--- src/rsm_pkg.sv ---
// ----------------------------------------------------------------------------
// Rotary settings menu package
// Shared event codes, menu entry codes, register indexes and reset values.
// ----------------------------------------------------------------------------
package rsm_pkg;

    localparam int unsigned THR_WIDTH  = 16;
    localparam int unsigned VAL_WIDTH  = 4;
    localparam int unsigned IDX_WIDTH  = 2;

    typedef enum logic [1:0] {
        EV_CW    = 2'd0,
        EV_CCW   = 2'd1,
        EV_PRESS = 2'd2
    } ev_kind_t;

    typedef enum logic [1:0] {
        ENTRY_EXIT      = 2'd0,
        ENTRY_TRANSMIT  = 2'd1,
        ENTRY_INTENSITY = 2'd2,
        ENTRY_ID        = 2'd3
    } entry_t;

    typedef enum logic [IDX_WIDTH-1:0] {
        REG_PRESS_THRESHOLD = 2'd0,
        REG_INTENSITY_MAX   = 2'd1,
        REG_ID_MAX          = 2'd2
    } reg_index_t;

    localparam logic [THR_WIDTH-1:0] PRESS_THRESHOLD_RST = 16'd5000;
    localparam logic [VAL_WIDTH-1:0] INTENSITY_MAX_RST   = 4'd10;
    localparam logic [VAL_WIDTH-1:0] ID_MAX_RST          = 4'd15;

    typedef struct packed {
        logic     fire;
        ev_kind_t kind;
    } menu_event_t;

    typedef struct packed {
        logic                 ui_exit;
        logic                 transmit;
        logic [VAL_WIDTH-1:0] beacon_id;
        logic [VAL_WIDTH-1:0] intensity;
        entry_t               selected;
        logic                 in_list;
    } menu_view_t;

endpackage

--- src/rsm_menu.sv ---
// ----------------------------------------------------------------------------
// Rotary settings menu state
// Holds the four-entry menu and applies one event per cycle.
// ----------------------------------------------------------------------------
module rsm_menu
(
    input  logic                           clk,
    input  logic                           rst_n,
    input  rsm_pkg::menu_event_t           ev,
    input  logic [rsm_pkg::VAL_WIDTH-1:0]  intensity_max,
    input  logic [rsm_pkg::VAL_WIDTH-1:0]  id_max,
    output rsm_pkg::menu_view_t            view
);

    logic                          browsing_reg,     browsing_next;
    rsm_pkg::entry_t               entry_reg,        entry_next;
    logic [rsm_pkg::VAL_WIDTH-1:0] intensity_reg,    intensity_next;
    logic [rsm_pkg::VAL_WIDTH-1:0] beacon_id_reg,    beacon_id_next;
    logic                          transmitting_reg, transmitting_next;
    logic                          leave;

    function automatic logic [rsm_pkg::VAL_WIDTH-1:0] step_value(
        input logic [rsm_pkg::VAL_WIDTH-1:0] v,
        input logic [rsm_pkg::VAL_WIDTH-1:0] top,
        input logic                          up
    );
        logic [rsm_pkg::VAL_WIDTH-1:0] r;
        if (up)
            r = (v < top) ? v + 1'b1 : '0;
        else
            r = (v != '0) ? v - 1'b1 : top;
        return r;
    endfunction

    always_comb
    begin
        browsing_next     = browsing_reg;
        entry_next        = entry_reg;
        intensity_next    = intensity_reg;
        beacon_id_next    = beacon_id_reg;
        transmitting_next = transmitting_reg;
        leave             = 1'b0;
        if (ev.fire)
        begin
            if (browsing_reg)
            begin
                case (ev.kind)
                    rsm_pkg::EV_CW:
                        entry_next = rsm_pkg::entry_t'(entry_reg + 2'd1);
                    rsm_pkg::EV_CCW:
                        entry_next = rsm_pkg::entry_t'(entry_reg - 2'd1);
                    default:
                    begin
                        case (entry_reg)
                            rsm_pkg::ENTRY_EXIT:     leave = 1'b1;
                            rsm_pkg::ENTRY_TRANSMIT: transmitting_next = ~transmitting_reg;
                            default:                 browsing_next = 1'b0;
                        endcase
                    end
                endcase
            end
            else if (ev.kind == rsm_pkg::EV_PRESS)
            begin
                browsing_next = 1'b1;
            end
            else
            begin
                case (entry_reg)
                    rsm_pkg::ENTRY_INTENSITY:
                        intensity_next = step_value(intensity_reg, intensity_max,
                                                    ev.kind == rsm_pkg::EV_CW);
                    rsm_pkg::ENTRY_ID:
                        beacon_id_next = step_value(beacon_id_reg, id_max,
                                                    ev.kind == rsm_pkg::EV_CW);
                    default: ;
                endcase
            end
        end
    end

    always_ff @(posedge clk or negedge rst_n)
    begin
        if (!rst_n)
        begin
            browsing_reg     <= 1'b1;
            entry_reg        <= rsm_pkg::ENTRY_EXIT;
            intensity_reg    <= '0;
            beacon_id_reg    <= '0;
            transmitting_reg <= 1'b0;
        end
        else
        begin
            browsing_reg     <= browsing_next;
            entry_reg        <= entry_next;
            intensity_reg    <= intensity_next;
            beacon_id_reg    <= beacon_id_next;
            transmitting_reg <= transmitting_next;
        end
    end

    always_comb
    begin
        view.ui_exit   = leave;
        view.transmit  = transmitting_next;
        view.beacon_id = beacon_id_next;
        view.intensity = intensity_next;
        view.selected  = entry_next;
        view.in_list   = browsing_next;
    end

endmodule

--- src/rotary_encoder_settings_menu_unit.sv ---
// ----------------------------------------------------------------------------
// Rotary encoder settings menu
// Turns encoder and button samples into menu events and settings updates.
// Registers: a sample transfer loads the input register; its result is then
// held in the result register until it transfers.
// Throughput: one sample per cycle while the output is not stalled; samples without an event give no result.
// Reset: asynchronous, clears the integrator, menu and registers to defaults.
// ----------------------------------------------------------------------------
module rotary_encoder_settings_menu_unit
#(
    parameter int unsigned COUNT_WIDTH = 16
)
(
    input  logic                           clk,
    input  logic                           rst_n,
    input  logic                           s_axis_tvalid,
    output logic                           s_axis_tready,
    input  logic [7:0]                     s_axis_tdata,  // pin_a, pin_b, button
    output logic                           m_axis_tvalid,
    input  logic                           m_axis_tready,
    // in_list, selected[2], intensity_out[4], id_out[4], transmit_out, ui_exit
    output logic [15:0]                    m_axis_tdata,
    output logic [1:0]                     m_axis_tuser,  // event_kind
    input  logic                           cfg_wr_en,
    input  logic [rsm_pkg::IDX_WIDTH-1:0]  cfg_index,
    input  logic [rsm_pkg::THR_WIDTH-1:0]  cfg_wdata
);

    localparam int unsigned CMP_WIDTH =
        (COUNT_WIDTH > rsm_pkg::THR_WIDTH) ? COUNT_WIDTH : rsm_pkg::THR_WIDTH;

    logic [rsm_pkg::THR_WIDTH-1:0] threshold_reg;
    logic [rsm_pkg::VAL_WIDTH-1:0] intensity_max_reg;
    logic [rsm_pkg::VAL_WIDTH-1:0] id_max_reg;

    logic                   s1_valid_reg;
    logic [2:0]             s1_pins_reg;
    logic [COUNT_WIDTH-1:0] count_reg, count_next;

    logic                   out_valid_reg;
    logic [15:0]            out_data_reg;
    rsm_pkg::ev_kind_t      out_kind_reg;

    logic                   advance;
    logic                   pin_a, pin_b, btn;
    logic [COUNT_WIDTH-1:0] count_up;
    logic                   press;
    rsm_pkg::menu_event_t   ev;
    rsm_pkg::menu_view_t    view;

    always_ff @(posedge clk or negedge rst_n)
    begin
        if (!rst_n)
        begin
            threshold_reg     <= rsm_pkg::PRESS_THRESHOLD_RST;
            intensity_max_reg <= rsm_pkg::INTENSITY_MAX_RST;
            id_max_reg        <= rsm_pkg::ID_MAX_RST;
        end
        else if (cfg_wr_en)
        begin
            case (cfg_index)
                rsm_pkg::REG_PRESS_THRESHOLD: threshold_reg <= cfg_wdata;
                rsm_pkg::REG_INTENSITY_MAX:
                    intensity_max_reg <= cfg_wdata[rsm_pkg::VAL_WIDTH-1:0];
                rsm_pkg::REG_ID_MAX:
                    id_max_reg <= cfg_wdata[rsm_pkg::VAL_WIDTH-1:0];
                default: ;
            endcase
        end
    end

    assign advance       = s1_valid_reg && (!out_valid_reg || m_axis_tready);
    assign s_axis_tready = !s1_valid_reg || advance;

    always_ff @(posedge clk or negedge rst_n)
    begin
        if (!rst_n)
            s1_valid_reg <= 1'b0;
        else if (s_axis_tready)
            s1_valid_reg <= s_axis_tvalid;
    end

    always_ff @(posedge clk)
    begin
        if (s_axis_tready && s_axis_tvalid)
            s1_pins_reg <= s_axis_tdata[2:0];
    end

    assign pin_a = s1_pins_reg[0];
    assign pin_b = s1_pins_reg[1];
    assign btn   = s1_pins_reg[2];

    always_comb
    begin
        count_up = (count_reg == '1) ? count_reg : count_reg + 1'b1;
        press    = btn && (CMP_WIDTH'(count_up) >= CMP_WIDTH'(threshold_reg));
        ev.fire  = advance && (press || (pin_a != pin_b));
        if (press)
            ev.kind = rsm_pkg::EV_PRESS;
        else if (pin_a)
            ev.kind = rsm_pkg::EV_CCW;
        else
            ev.kind = rsm_pkg::EV_CW;

        count_next = count_reg;
        if (advance)
        begin
            if (ev.fire)
                count_next = '0;
            else if (btn)
                count_next = count_up;
            else if (count_reg != '0)
                count_next = count_reg - 1'b1;
        end
    end

    always_ff @(posedge clk or negedge rst_n)
    begin
        if (!rst_n)
            count_reg <= '0;
        else
            count_reg <= count_next;
    end

    rsm_menu u_menu
    (
        .clk           (clk),
        .rst_n         (rst_n),
        .ev            (ev),
        .intensity_max (intensity_max_reg),
        .id_max        (id_max_reg),
        .view          (view)
    );

    always_ff @(posedge clk or negedge rst_n)
    begin
        if (!rst_n)
            out_valid_reg <= 1'b0;
        else if (ev.fire)
            out_valid_reg <= 1'b1;
        else if (m_axis_tready)
            out_valid_reg <= 1'b0;
    end

    always_ff @(posedge clk)
    begin
        if (ev.fire)
        begin
            out_kind_reg <= ev.kind;
            out_data_reg <= {3'b000, view};
        end
    end

    assign m_axis_tvalid = out_valid_reg;
    assign m_axis_tdata  = out_data_reg;
    assign m_axis_tuser  = out_kind_reg;

endmodule

--- config.mk ---
export PLATFORM = sky130hd
export DESIGN_NAME = rotary_encoder_settings_menu_unit
export DESIGN_NICKNAME = d
export VERILOG_FILES = /design/src/rsm_pkg.sv /design/src/rsm_menu.sv /design/src/rotary_encoder_settings_menu_unit.sv
export SDC_FILE = /design/constraint.sdc
export NUM_CORES = 1
export LEC_CHECK = 0
export BUFFER_PORTS_ARGS = -buffer_cell sky130_fd_sc_hd__buf_4
export CORE_MARGIN = 1.5
export CORE_UTILIZATION = 50
export DETAILED_ROUTE_END_ITERATION = 12
export GPL_TIMING_DRIVEN = 0
export PLACE_DENSITY = 0.72
export RECOVER_POWER = 50
export SYNTH_ARGS = -nofsm -noshare
export SYNTH_HDL_FRONTEND = slang
export SYNTH_SLANG_ARGS = --single-unit
--- constraint.sdc ---
create_clock -name clk -period 8.9 [get_ports clk]
set_clock_uncertainty 0.2 [all_clocks]
set_input_delay 0 -clock clk [delete_from_list [all_inputs] [get_ports clk]]
set_output_delay 0 -clock clk [all_outputs]
set_load 0.005 [all_outputs]
# Yosys cells after proc, flatten, opt, wreduce, memory -nomap -nowiden
# Cells that the tools add are included.
# word_totals
register_bits	72
elab_cells	96
in_bits	31
# classes
reduce_logical	24
bitwise_logic	2
n_mux	35
order_cmp	3
n_eq_ne	9
add_sub_neg	8
# ops
op	count
$mux W16	4
$mux W4	14
$add A16 B1 Y16 const B	1
$eq A16 B16 Y1 const B	1
$ge A16 B16 Y1	1
$reduce_bool A16 Y1	1
$sub A16 B1 Y16 const B	1
$mux W1	13
$add A4 B1 Y4 const B	2
$eq A2 B2 Y1 const B	4
$lt A4 B4 Y1	2
$reduce_and A2 Y1	4
$reduce_bool A4 Y1	2
$sub A4 B1 Y4 const B	2
$eq A2 B1 Y1 const B	3
$logic_not A2 Y1	3
$mux W2	3
$logic_and A1 B1 Y1	4
$pmux W2 S2	1
$reduce_or A2 Y1	2
$logic_or A1 B1 Y1	3
$reduce_bool A3 Y1	1
$reduce_or A3 Y1	1
$add A2 B1 Y2 const B	1
other kinds (5)	7

# Longest topological paths before layout
# Gate-level depths: netlist (run 1).
# logic_depth
ltp_word	11
ltp_mapped	16
depth_no_buf	14

# By module
# Synthesis (run 1) repeated with hierarchy kept, for this count alone.
# hier_totals
cells_unflattened	512
area_unflattened_um2	4782.1
# by_module_without_submodules
mod	instances	area_per_inst_um2	seq_area_each_um2	cells_each
rotary_encoder_settings_menu_unit	1	3627.2	1605.3	378
rsm_menu	1	1154.9	301.5	134

# Worst setup path before layout (run 1)
# OpenSTA, ideal clock, no wires.
# synth_path
path_kind	register to register
start	register count_reg[1]
end	register out_data_reg[0] (netlist: m_axis_tdata[0]), enable pin
path_buffers	0
arrival_ps	3555
stages_incl_launch_ff	14
setup_slack_ps	4830
required_ps	8385
path_cell_list	dfrtp_1 -> ha_1 -> nand4_1 -> or4_1 -> nor2_1 -> mux2i_1 -> ha_1 -> nand4_2 -> nor2_1 -> or4_4 -> o31ai_4 -> inv_2 -> o21ai_0 -> inv_1
# synth_lines
element	line_no	text
start, declared	rotary_encoder_settings_menu_unit.sv:38	logic [COUNT_WIDTH-1:0] count_reg, count_next;
start signal, assigned	rotary_encoder_settings_menu_unit.sv:122	count_reg <= count_next;
end signal, assigned	rotary_encoder_settings_menu_unit.sv:150	out_data_reg <= {3'b000, view};
end, declared	rotary_encoder_settings_menu_unit.sv:41	logic [15:0] out_data_reg;

==> results of run 1 <==
[cell usage in the layout (no fill, tap or decap), types with 12 or more instances in the layout]
cell type | Yosys | final
o21ai_0 | 51 | 51
a21oi_1 | 24 | 24
dlygate4sd3_1 | 0 | 28
nand2_1 | 43 | 43
buf_4 | 3 | 23
clkbuf_4 | 0 | 20
dfrtp_1 | 42 | 42
nor2_1 | 27 | 27
nor3_1 | 17 | 17
ha_1 | 33 | 33
inv_1 | 40 | 40
edfxtp_1 | 18 | 18
dfstp_2 | 12 | 12
clkbuf_1 | 12 | 14
[final cells by class]
class                   count  area (µm²)
flip-flops and latches     72        1910
clock buffers               9         124
clock inverters             7        46.3
repair buffers             70         588
multi-input cells         364        2480
plain buffers              24         113
inverters                  42         158
well taps                 108         135
fillers                   748        3300
[cell families after synthesis]
family,synth area share [%]
compound gates,19.9
xor+xnor,2.83
fa+ha+maj,8.89
buf+inv,5.82
flops,41.0
mux,3.74
other cells,0.0807
simple gates,17.7
[worst paths after layout]
kind / startpoint / endpoint / slack (ns) / cells after the start
worst max-delay path: count_reg[1]$_DFFE_PN0P_ / m_axis_tdata[4]$_DFFE_PN_ / 3.78 / 14
worst min-delay path: s_axis_tdata[0] / s1_pins_reg[0]$_DFFE_PP_ / 0.19 / 2
worst max register to register: count_reg[1]$_DFFE_PN0P_ / m_axis_tdata[4]$_DFFE_PN_ / 3.78 / 14
worst min register to register: u_menu.transmitting_reg$_DFF_PN0_ / u_menu.transmitting_reg$_DFF_PN0_ / 0.27 / 1
max in group asynchronous: rst_n / u_menu.transmitting_reg$_DFF_PN0_ / 5.91 / 2
min in group asynchronous: rst_n / u_menu.intensity_reg[2]$_DFF_PN0_ / 0.95 / 2
[through the flow]
step / hold WS [ns] / power, mW / area (µm²)
5_1_grt: 0.181 / 1.60 / 5550
3_3_place_gp: -0.107 / 1.21 / 5100
3_5_place_dp: -0.104 / 1.23 / 5100
2_1_floorplan: -0.496 / 1.02 / 4650
6_report: 0.191 / 1.48 / 5550
4_1_cts: 0.0723 / 1.48 / 5560
[power breakdown]
group | switching (mW) | internal [mW] | total, mW
Clock | 0.130 | 0.101 | 0.231
Combinational | 0.418 | 0.292 | 0.710
Sequential | 0.0853 | 0.451 | 0.537
Total | 0.634 | 0.843 | 1.48
[critical path, delay by kind of cell (launching register included)]
family                   cells  cell delay (ns)
AO/OA/AOI/OAI                4             1.29
buffers and inverters        2             0.58
XOR/XNOR                     1             0.25
flip-flops                   1             0.49
AND/OR/NAND/NOR              5             1.38
adder cells (fa/ha/maj)      2             0.55
[layer usage]
metal  part of all wire, %  GRT usage (%)  wire length [µm]  up-vias
li1                      -              -                 -     1986
met1                    44           31.8              5150     1964
met2                    51           44.5              5980      106
met3                   4.2           4.71               496       20
met4                   1.8           7.69               208        0
met5                     0              0                 0        -
[timing repair]
| item | in CTS | in global routing |
|---|---|---|
| gates resized for setup | 0 | 0 |
| setup endpoints to repair | 0 | 0 |
| hold buffers | 28 | 0 |
| hold endpoints to repair | 86 | 0 |
==> impl_metrics.ini, run 1 <==
[finish]
syn_to_final_growth_pct = 19.4
antenna_cells = 0
fin_util_pct = 62.7
fin_nets = 647
post_layout_nonfiller_instances = 696
drive_gt1_share_pct = 16.8

[sta]
fin_crit_sh_pct = 57.5
fin_ws_ns = 3.78
max_freq_mhz = 195
fin_setup_tns_ns = 0
hold_violations = 0
worstMarginPinSlew_ns = 2.93
grt_setup_unrepaired = no
setup_violations = 0
slew_headroom_pct = -95.2
fin_crit_ns = 5.12
slew_viol_final = 55

[worst_setup_path]
path_class = reg -> reg
crit_chain = ha_1, nand4_1, nor4_4, a21o_1, nor2_1, xor2_1, ha_1, a21oi_1, nor3_1, or4_4, o31ai_4, inv_2, o21ai_0, inv_1
critPathSlowestCell = o21ai_0
cp-start-kind = register
crit_path_frequent_cell = ha_1
cp_max_fo = 15
critical_path_required_ns = 8.69
cpPeakStageDelay_ns = 0.52
arrival_ns = 4.91
worstSetupEndpointType = register

[place]
pre_cts_slack_ns = 3.85
place.gp.congestion = 0.935
post-dp-hpwl_um = 8420
numPlacedInstances = 652
port_buffers = 42

[cts]
post_cts_buffers = 0
cts.clk_slew.worst_paths_ns = 0.08
ctsRootBufferMaster = clkbuf_8
cts.sinks = 72
cts_tree = done
clk_latency_ns = 0.35
cts_made_buffers = 9
cts_max_level = 3
cts_max_path_buffers = 2

[logic_synthesis]
async_flop_share_pct = 75.0
synth_area_um2 = 4650
ys_types = 64
synth-seq-area-share_pct = 41.0
synth_common_cells = 51 x o21ai_0, 43 x nand2_1, 42 x dfrtp_1
synthCells = 500
syn_area_per_cell_um2 = 9.29
ys.flop_type = dfrtp_1
synth_most_common_cell = o21ai_0
yosys.area.top_type_share_pct = 22.6
ys_ff_latch = 72
yosysWarnings = 0
synth_edf_count = 18
synth_area_leaders = dfrtp_1 23%, edfxtp_1 12%, ha_1 8.9%
yosysTopAreaCell = dfrtp_1

[drt]
drtAntennaViolNets = 0
vias = 4076
wirelength_um = 11800
wire_per_inst_um = 17.0
route.detailed.drc = 0
via_per_inst = 5.86
dr.pass1.iters = 6
drtIter0Drc = 250

[die]
io_pins = 51
start_util_pct = 52.5
die_w_um = 99.4
num_rows = 34
core_um2 = 8850
die_y_um = 99.4
dieArea_um2 = 9880

[global_routing]
grt.overflow.total = 0
first_global_vias = 4043
grt_pass1_wl_um = 19900
grt_use_total_pct = 25.4
grt_antenna_before_repair = 0
grt_max_degree = 55

[power_and_ir_drop]
vdd_drop_max_mv = 0.109
powerDensity_nw_per_um2 = 266
power.leakage_nw = 2.42

[hold_path]
hold_path_class = in -> reg

[run_status]
status = finished, violations left
failed_checks = capacitance limit, slew limit

[job]
maxCapViolCount = 1
(Power assumes the default switching activity.)
==> run 2, diff against run 1 <==
==> constraint.sdc (replaced) <==
create_clock -name clk -period 4.8 [get_ports clk]
set_clock_uncertainty 0.2 [all_clocks]
set_input_delay 0 -clock clk [delete_from_list [all_inputs] [get_ports clk]]
set_output_delay 0 -clock clk [all_outputs]
set_load 0.005 [all_outputs]
==> impl_metrics.ini, run 2 (synthesis results as in run 1) <==
[drt]
vias = 4122
drtAntennaViolNets = 0
route.detailed.drc = 0
via_per_inst = 5.91
wirelength_um = 11900
drtIter0Drc = 281
dr.pass1.iters = 5
wire_per_inst_um = 17.0

[global_routing]
grt_max_degree = 55
first_global_vias = 4044
grt_pass1_wl_um = 19900
grt_use_total_pct = 25.4
grt.overflow.total = 0
grt_antenna_before_repair = 0

[run_status]
status = finished, violations left
failed_checks = capacitance limit, slew limit

[sta]
worstMarginPinSlew_ns = 2.91
fin_setup_tns_ns = 0
fin_ws_ns = 0.213
slew_viol_final = 55
fin_crit_ns = 4.59
max_freq_mhz = 218
slew_headroom_pct = -94.3
hold_violations = 0
fin_crit_sh_pct = 95.6
setup_violations = 0

[finish]
fin_util_pct = 63.0
drive_gt1_share_pct = 18.0
mostFrequentLayoutCells = 50 x o21ai_0, 43 x nand2_1, 40 x dfrtp_1
syn_to_final_growth_pct = 19.9
layout_commonest_cell = o21ai_0
antenna_cells = 0
fin_nets = 649

[cts]
cts.sinks = 72
clk_latency_ns = 0.35
cts_tree = done
cts_max_level = 3
cts_max_path_buffers = 2
ctsRootBufferMaster = clkbuf_8
cts_made_buffers = 9
cts.clk_slew.worst_paths_ns = 0.08

[place]
place.gp.congestion = 0.935
post-dp-hpwl_um = 8420
pre_cts_slack_ns = -0.250
port_buffers = 42

[worst_setup_path]
rr_worst_depth = 13
cp_max_fo = 10
arrival_ns = 4.65
worstSetupEndpointType = register
path_class = reg -> reg
cpPeakStageDelay_ns = 0.61
critical_path_required_ns = 4.86
cp-endpoint = count_reg[4]$_DFFE_PN0P_
worstReg2RegStart = count_reg[1]$_DFFE_PN0P_
crit_chain = ha_1, nand4_1, or4_1, nor2_1, mux2i_1, ha_1, nand4_2, nor2_1, or4_4, o31ai_4, buf_2, nand3_1, o21ai_0
r2r_end = count_reg[4]$_DFFE_PN0P_
cp-startpoint = count_reg[1]$_DFFE_PN0P_
cp-start-kind = register
reg2reg_slack_ns = 0.21
critPathSlowestCell = or4_1

[hold_path]
hold_path_class = in -> reg

[die]
die_y_um = 99.4
io_pins = 51
num_rows = 34
core_um2 = 8850
dieArea_um2 = 9880
start_util_pct = 52.5
die_w_um = 99.4

[power_and_ir_drop]
vdd_drop_max_mv = 0.201
power.leakage_nw = 2.43
powerDensity_nw_per_um2 = 492

[job]
maxCapViolCount = 1
==> run 2: changes by cell type in the layout (fill, tap and decap cells not counted) <==
| cell | delta |
|---|---|
| buf_4 | +2 |
| clkbuf_1 | -1 |
| clkbuf_2 | +1 |
| dfrtp_1 | -2 |
| dfrtp_2 | +2 |
| inv_1 | -1 |
| inv_2 | +1 |
| o21ai_0 | -1 |
| o21ai_2 | +1 |
==> run 2: how the worst min path moves through the flow <==
stage	startpoint	endpoint	slack, ns	depth (start not counted)
2_1_floorplan	rst_n	count_reg[0]$_DFFE_PN0P_	-0.50	0
3_3_place_gp	rst_n	u_menu.intensity_reg[2]$_DFF_PN0_	-0.11	1
3_5_place_dp	rst_n	u_menu.intensity_reg[2]$_DFF_PN0_	-0.10	1
4_1_cts	rst_n	count_reg[4]$_DFFE_PN0P_	0.07	2
5_1_grt	s_axis_tdata[0]	s1_pins_reg[0]$_DFFE_PP_	0.18	2
6_report	s_axis_tdata[0]	s1_pins_reg[0]$_DFFE_PP_	0.19	2
==> run 2: final cells by class <==
class	count	area [µm²]
Fill cell	749	3280
Multi-Input combinational cell	364	2480
Sequential cell	72	1910
Timing Repair Buffer	72	603
Inverter	42	158
Tap cell	108	135
Clock buffer	9	124
Buffer	24	114
Clock inverter	7	46.3
==> run 2: per-stage QoR <==
stage	hold slack (ns)	area, µm²	power, mW	cells
6_report	0.191	5570	2.74	698
5_1_grt	0.181	5570	2.96	698
4_1_cts	0.0723	5560	2.74	696
3_5_place_dp	-0.104	5100	2.29	652
3_3_place_gp	-0.107	5100	2.24	652
2_1_floorplan	-0.496	4650	1.90	502
==> run 2: what timing repair did <==
| action | 4_1_cts | 5_1_grt |
|---|---|---|
| pin swaps | 0 | 1 |
| hold endpoints to repair | 86 | 0 |
| buffers inserted | 0 | 2 |
| hold buffers | 28 | 0 |
| resized for setup | 2 | 5 |
| endpoints found under the setup margin | 15 | 38 |
==> run 2: power breakdown <==
part           total [mW]  internal [mW]  leakage (nW)  switching (mW)
Sequential          0.996          0.838         0.826           0.158
Combinational        1.32          0.542          1.52           0.778
Clock               0.426          0.186        0.0830           0.240
==> run 2: routing by layer <==
layer	wire [µm]	global-route usage (%)	vias to the layer above
met4	207	7.69	0
met2	5960	44.5	126
met3	643	4.71	25
met5	0	0	-
met1	5060	31.8	1981
li1	-	-	1990
==> run 2: critical path: cells and delay by family, from the launching register on <==
| family | cells | cell delay [ns] |
|---|---|---|
| adders and majority gates | 2 | 0.51 |
| DFF | 1 | 0.44 |
| buffers and inverters | 1 | 0.32 |
| muxes | 1 | 0.29 |
| and+or+nand+nor | 7 | 2.11 |
| AOI/OAI and AO/OA | 2 | 0.62 |
==> run 3, diff against run 2 <==
--- a/config.mk
+++ b/config.mk
@@ -14,4 +14,5 @@
 export RECOVER_POWER = 50
 export SYNTH_ARGS = -nofsm -noshare
 export SYNTH_HDL_FRONTEND = slang
+export SYNTH_HIERARCHICAL = 1
 export SYNTH_SLANG_ARGS = --single-unit
==> impl_metrics.ini, run 3 <==
[place]
post-dp-hpwl_um = 8150
port_buffers = 42
numPlacedInstances = 685
place.gp.congestion = 0.948
placedInstanceArea_um2 = 5270

[cts]
cts.sinks = 72
cts_made_buffers = 9
ctsRootBufferMaster = clkbuf_8
cts_max_path_buffers = 2
cts_max_level = 3
clk_latency_ns = 0.36
cts.clk_slew.worst_paths_ns = 0.07
cts_tree = done

[logic_synthesis]
yosys.area.top_type_share_pct = 22.0
ys_types = 76
synth_common_cells = 45 x nand2_1, 42 x dfrtp_1, 37 x o21ai_0
ys_ff_latch = 72
ys.flop_type = dfrtp_1
syn_area_per_cell_um2 = 9.34
async_flop_share_pct = 75.0
synth_edf_count = 18
yosysTopAreaCell = dfrtp_1
synth-seq-area-share_pct = 39.9
yosysWarnings = 6
synth_most_common_cell = nand2_1
synth_area_um2 = 4780
synth_area_leaders = dfrtp_1 22%, edfxtp_1 11%, ha_1 8.6%
synthCells = 512

[finish]
antenna_cells = 0
mostFrequentLayoutCells = 45 x nand2_1, 40 x dfrtp_1, 36 x inv_1, 36 x o21ai_0, 36 x buf_4
fin_nets = 666
post_layout_nonfiller_instances = 736
layout_commonest_cell = nand2_1
final_area_um2 = 5940
syn_to_final_growth_pct = 24.3
drive_gt1_share_pct = 23.7

[sta]
hold_slack_ns = 0.0314
fin_crit_ns = 4.60
slew_headroom_pct = -100
fin_setup_tns_ns = 0
setup_violations = 0
fin_crit_sh_pct = 95.7
worstMarginPinSlew_ns = 3.00
max_freq_mhz = 218
slew_viol_final = 55
hold_violations = 0

[global_routing]
grt.overflow.total = 0
grt_use_total_pct = 24.6
first_global_vias = 4126
grt_pass1_wl_um = 19600
grt_antenna_before_repair = 0
grt_max_degree = 55

[drt]
wire_per_inst_um = 15.9
via_per_inst = 5.63
vias = 4146
route.detailed.drc = 0
dr.pass1.iters = 7
drtAntennaViolNets = 0
wirelength_um = 11700
drtIter0Drc = 252

[worst_setup_path]
critical_path_required_ns = 4.71
rr_worst_depth = 17
arrival_ns = 4.50
cp-start-kind = register
r2r_end = m_axis_tdata[9]$_DFFE_PN_
critPathSlowestCell = or4_4
cpPeakStageDelay_ns = 0.60
crit_path_frequent_cell = a21oi_1
cp_max_fo = 9
cp-startpoint = count_reg[0]$_DFFE_PN0P_
reg2reg_slack_ns = 0.20
worstReg2RegStart = count_reg[0]$_DFFE_PN0P_
path_class = reg -> reg
worstSetupEndpointType = register
crit_chain = ha_2, nand3_2, or4_4, and4_1, a21oi_1, ha_1, nand4_1, nor3_4, buf_4, a31oi_2, a21oi_4, nor2b_4, nand2b_2, and4b_1, nand3_1, a21oi_1, a221o_1

[hold_path]
hold_path_class = in -> reg
worstHoldPathCells = 3
min-delay-start = cfg_wr_en
holdPathEnd = threshold_reg[0]$_DFFE_PN0P_

[die]
num_rows = 35
core_um2 = 9240
start_util_pct = 51.8
io_pins = 51
die_y_um = 101
die_w_um = 101
dieArea_um2 = 10200

[power_and_ir_drop]
power.leakage_nw = 2.57
vdd_drop_max_mv = 0.246
finalPower_mw = 3.15
powerDensity_nw_per_um2 = 529

[run_status]
status = finished, violations left
failed_checks = capacitance limit, slew limit

[job]
maxCapViolCount = 1
[run 3: cell types whose count changed after synthesis, sizes merged, moves of 5 or more]
cell     before  now
a211oi        9    4
nand2b        7   14
nand3        11   16
inv          41   36
o21ai        51   41
nor3         17   10
buf          11   19
o2bb2ai       5    0
a21oi        24   33
[run 3: critical path: cells and delay by family, from the launching register on]
family | cells | cell delay (ns)
AND/OR/NAND/NOR | 9 | 2.13
AO/OA/AOI/OAI | 5 | 0.96
adder cells (fa/ha/maj) | 2 | 0.45
flip-flops | 1 | 0.44
buffers and inverters | 1 | 0.16
[run 3: power by group]
part | total (mW) | internal (mW) | switching (mW)
Sequential | 1.00 | 0.848 | 0.152
Clock | 0.516 | 0.272 | 0.244
Combinational | 1.63 | 0.720 | 0.910
Total | 3.15 | 1.84 | 1.31
[run 3: stage by stage]
step | utilization (%) | worst slack [ns]
after floorplan | - | 0.0221
after global placement | 57.0 | -1.14
after detailed placement | 57.0 | -1.21
after CTS | 63.5 | 0.00678
after global routing | 64.3 | -0.0120
final | 64.3 | 0.205
[run 3: logic make-up (layout without fill, tap and decap cells)]
family,after synthesis,in the layout,synth area share [%]
and+or+nand+nor,173,173,19.3
AOI/OAI and AO/OA,134,134,18.8
DFF,72,72,39.9
buffers and inverters,67,160,6.83
adders and majority gates,33,33,8.63
xor gates and xnor gates,18,18,3.30
muxes,14,14,3.22
other,1,3,0.0784
[run 3: area by class of cell]
type | count | area [µm²]
plain buffers | 28 | 183
fillers | 709 | 3300
well taps | 129 | 161
multi-input cells | 375 | 2690
repair buffers | 79 | 649
clock inverters | 5 | 61.3
flip-flops and latches | 72 | 1910
inverters | 37 | 139
clock buffers | 11 | 151
[run 3: worst max-delay path by stage]
stage	end	slack, ns	cells after the start
after floorplan	m_axis_tdata[9]$_DFFE_PN_	0.02	17
after global placement	m_axis_tdata[6]$_DFFE_PN_	-1.14	16
after detailed placement	m_axis_tdata[6]$_DFFE_PN_	-1.21	16
after CTS	m_axis_tdata[7]$_DFFE_PN_	0.007	19
after global routing	m_axis_tdata[10]$_DFFE_PN_	-0.01	18
final	m_axis_tdata[9]$_DFFE_PN_	0.20	17
[run 3: routing by layer]
layer	share of wire [%]	wire (µm)	up-vias	track usage, %
li1	-	-	2002	-
met1	44	5160	1981	32.0
met2	48	5630	135	40.7
met3	5.0	586	28	4.16
met4	2.7	315	0	10.4
met5	0	0	-	0
[run 3: what timing repair did]
item,in CTS,in global routing
resized for setup,20,13
hold endpoints to repair,86,0
endpoints found under the setup margin,42,16
pin swaps,3,5
hold buffers,27,0
buffers inserted,4,6
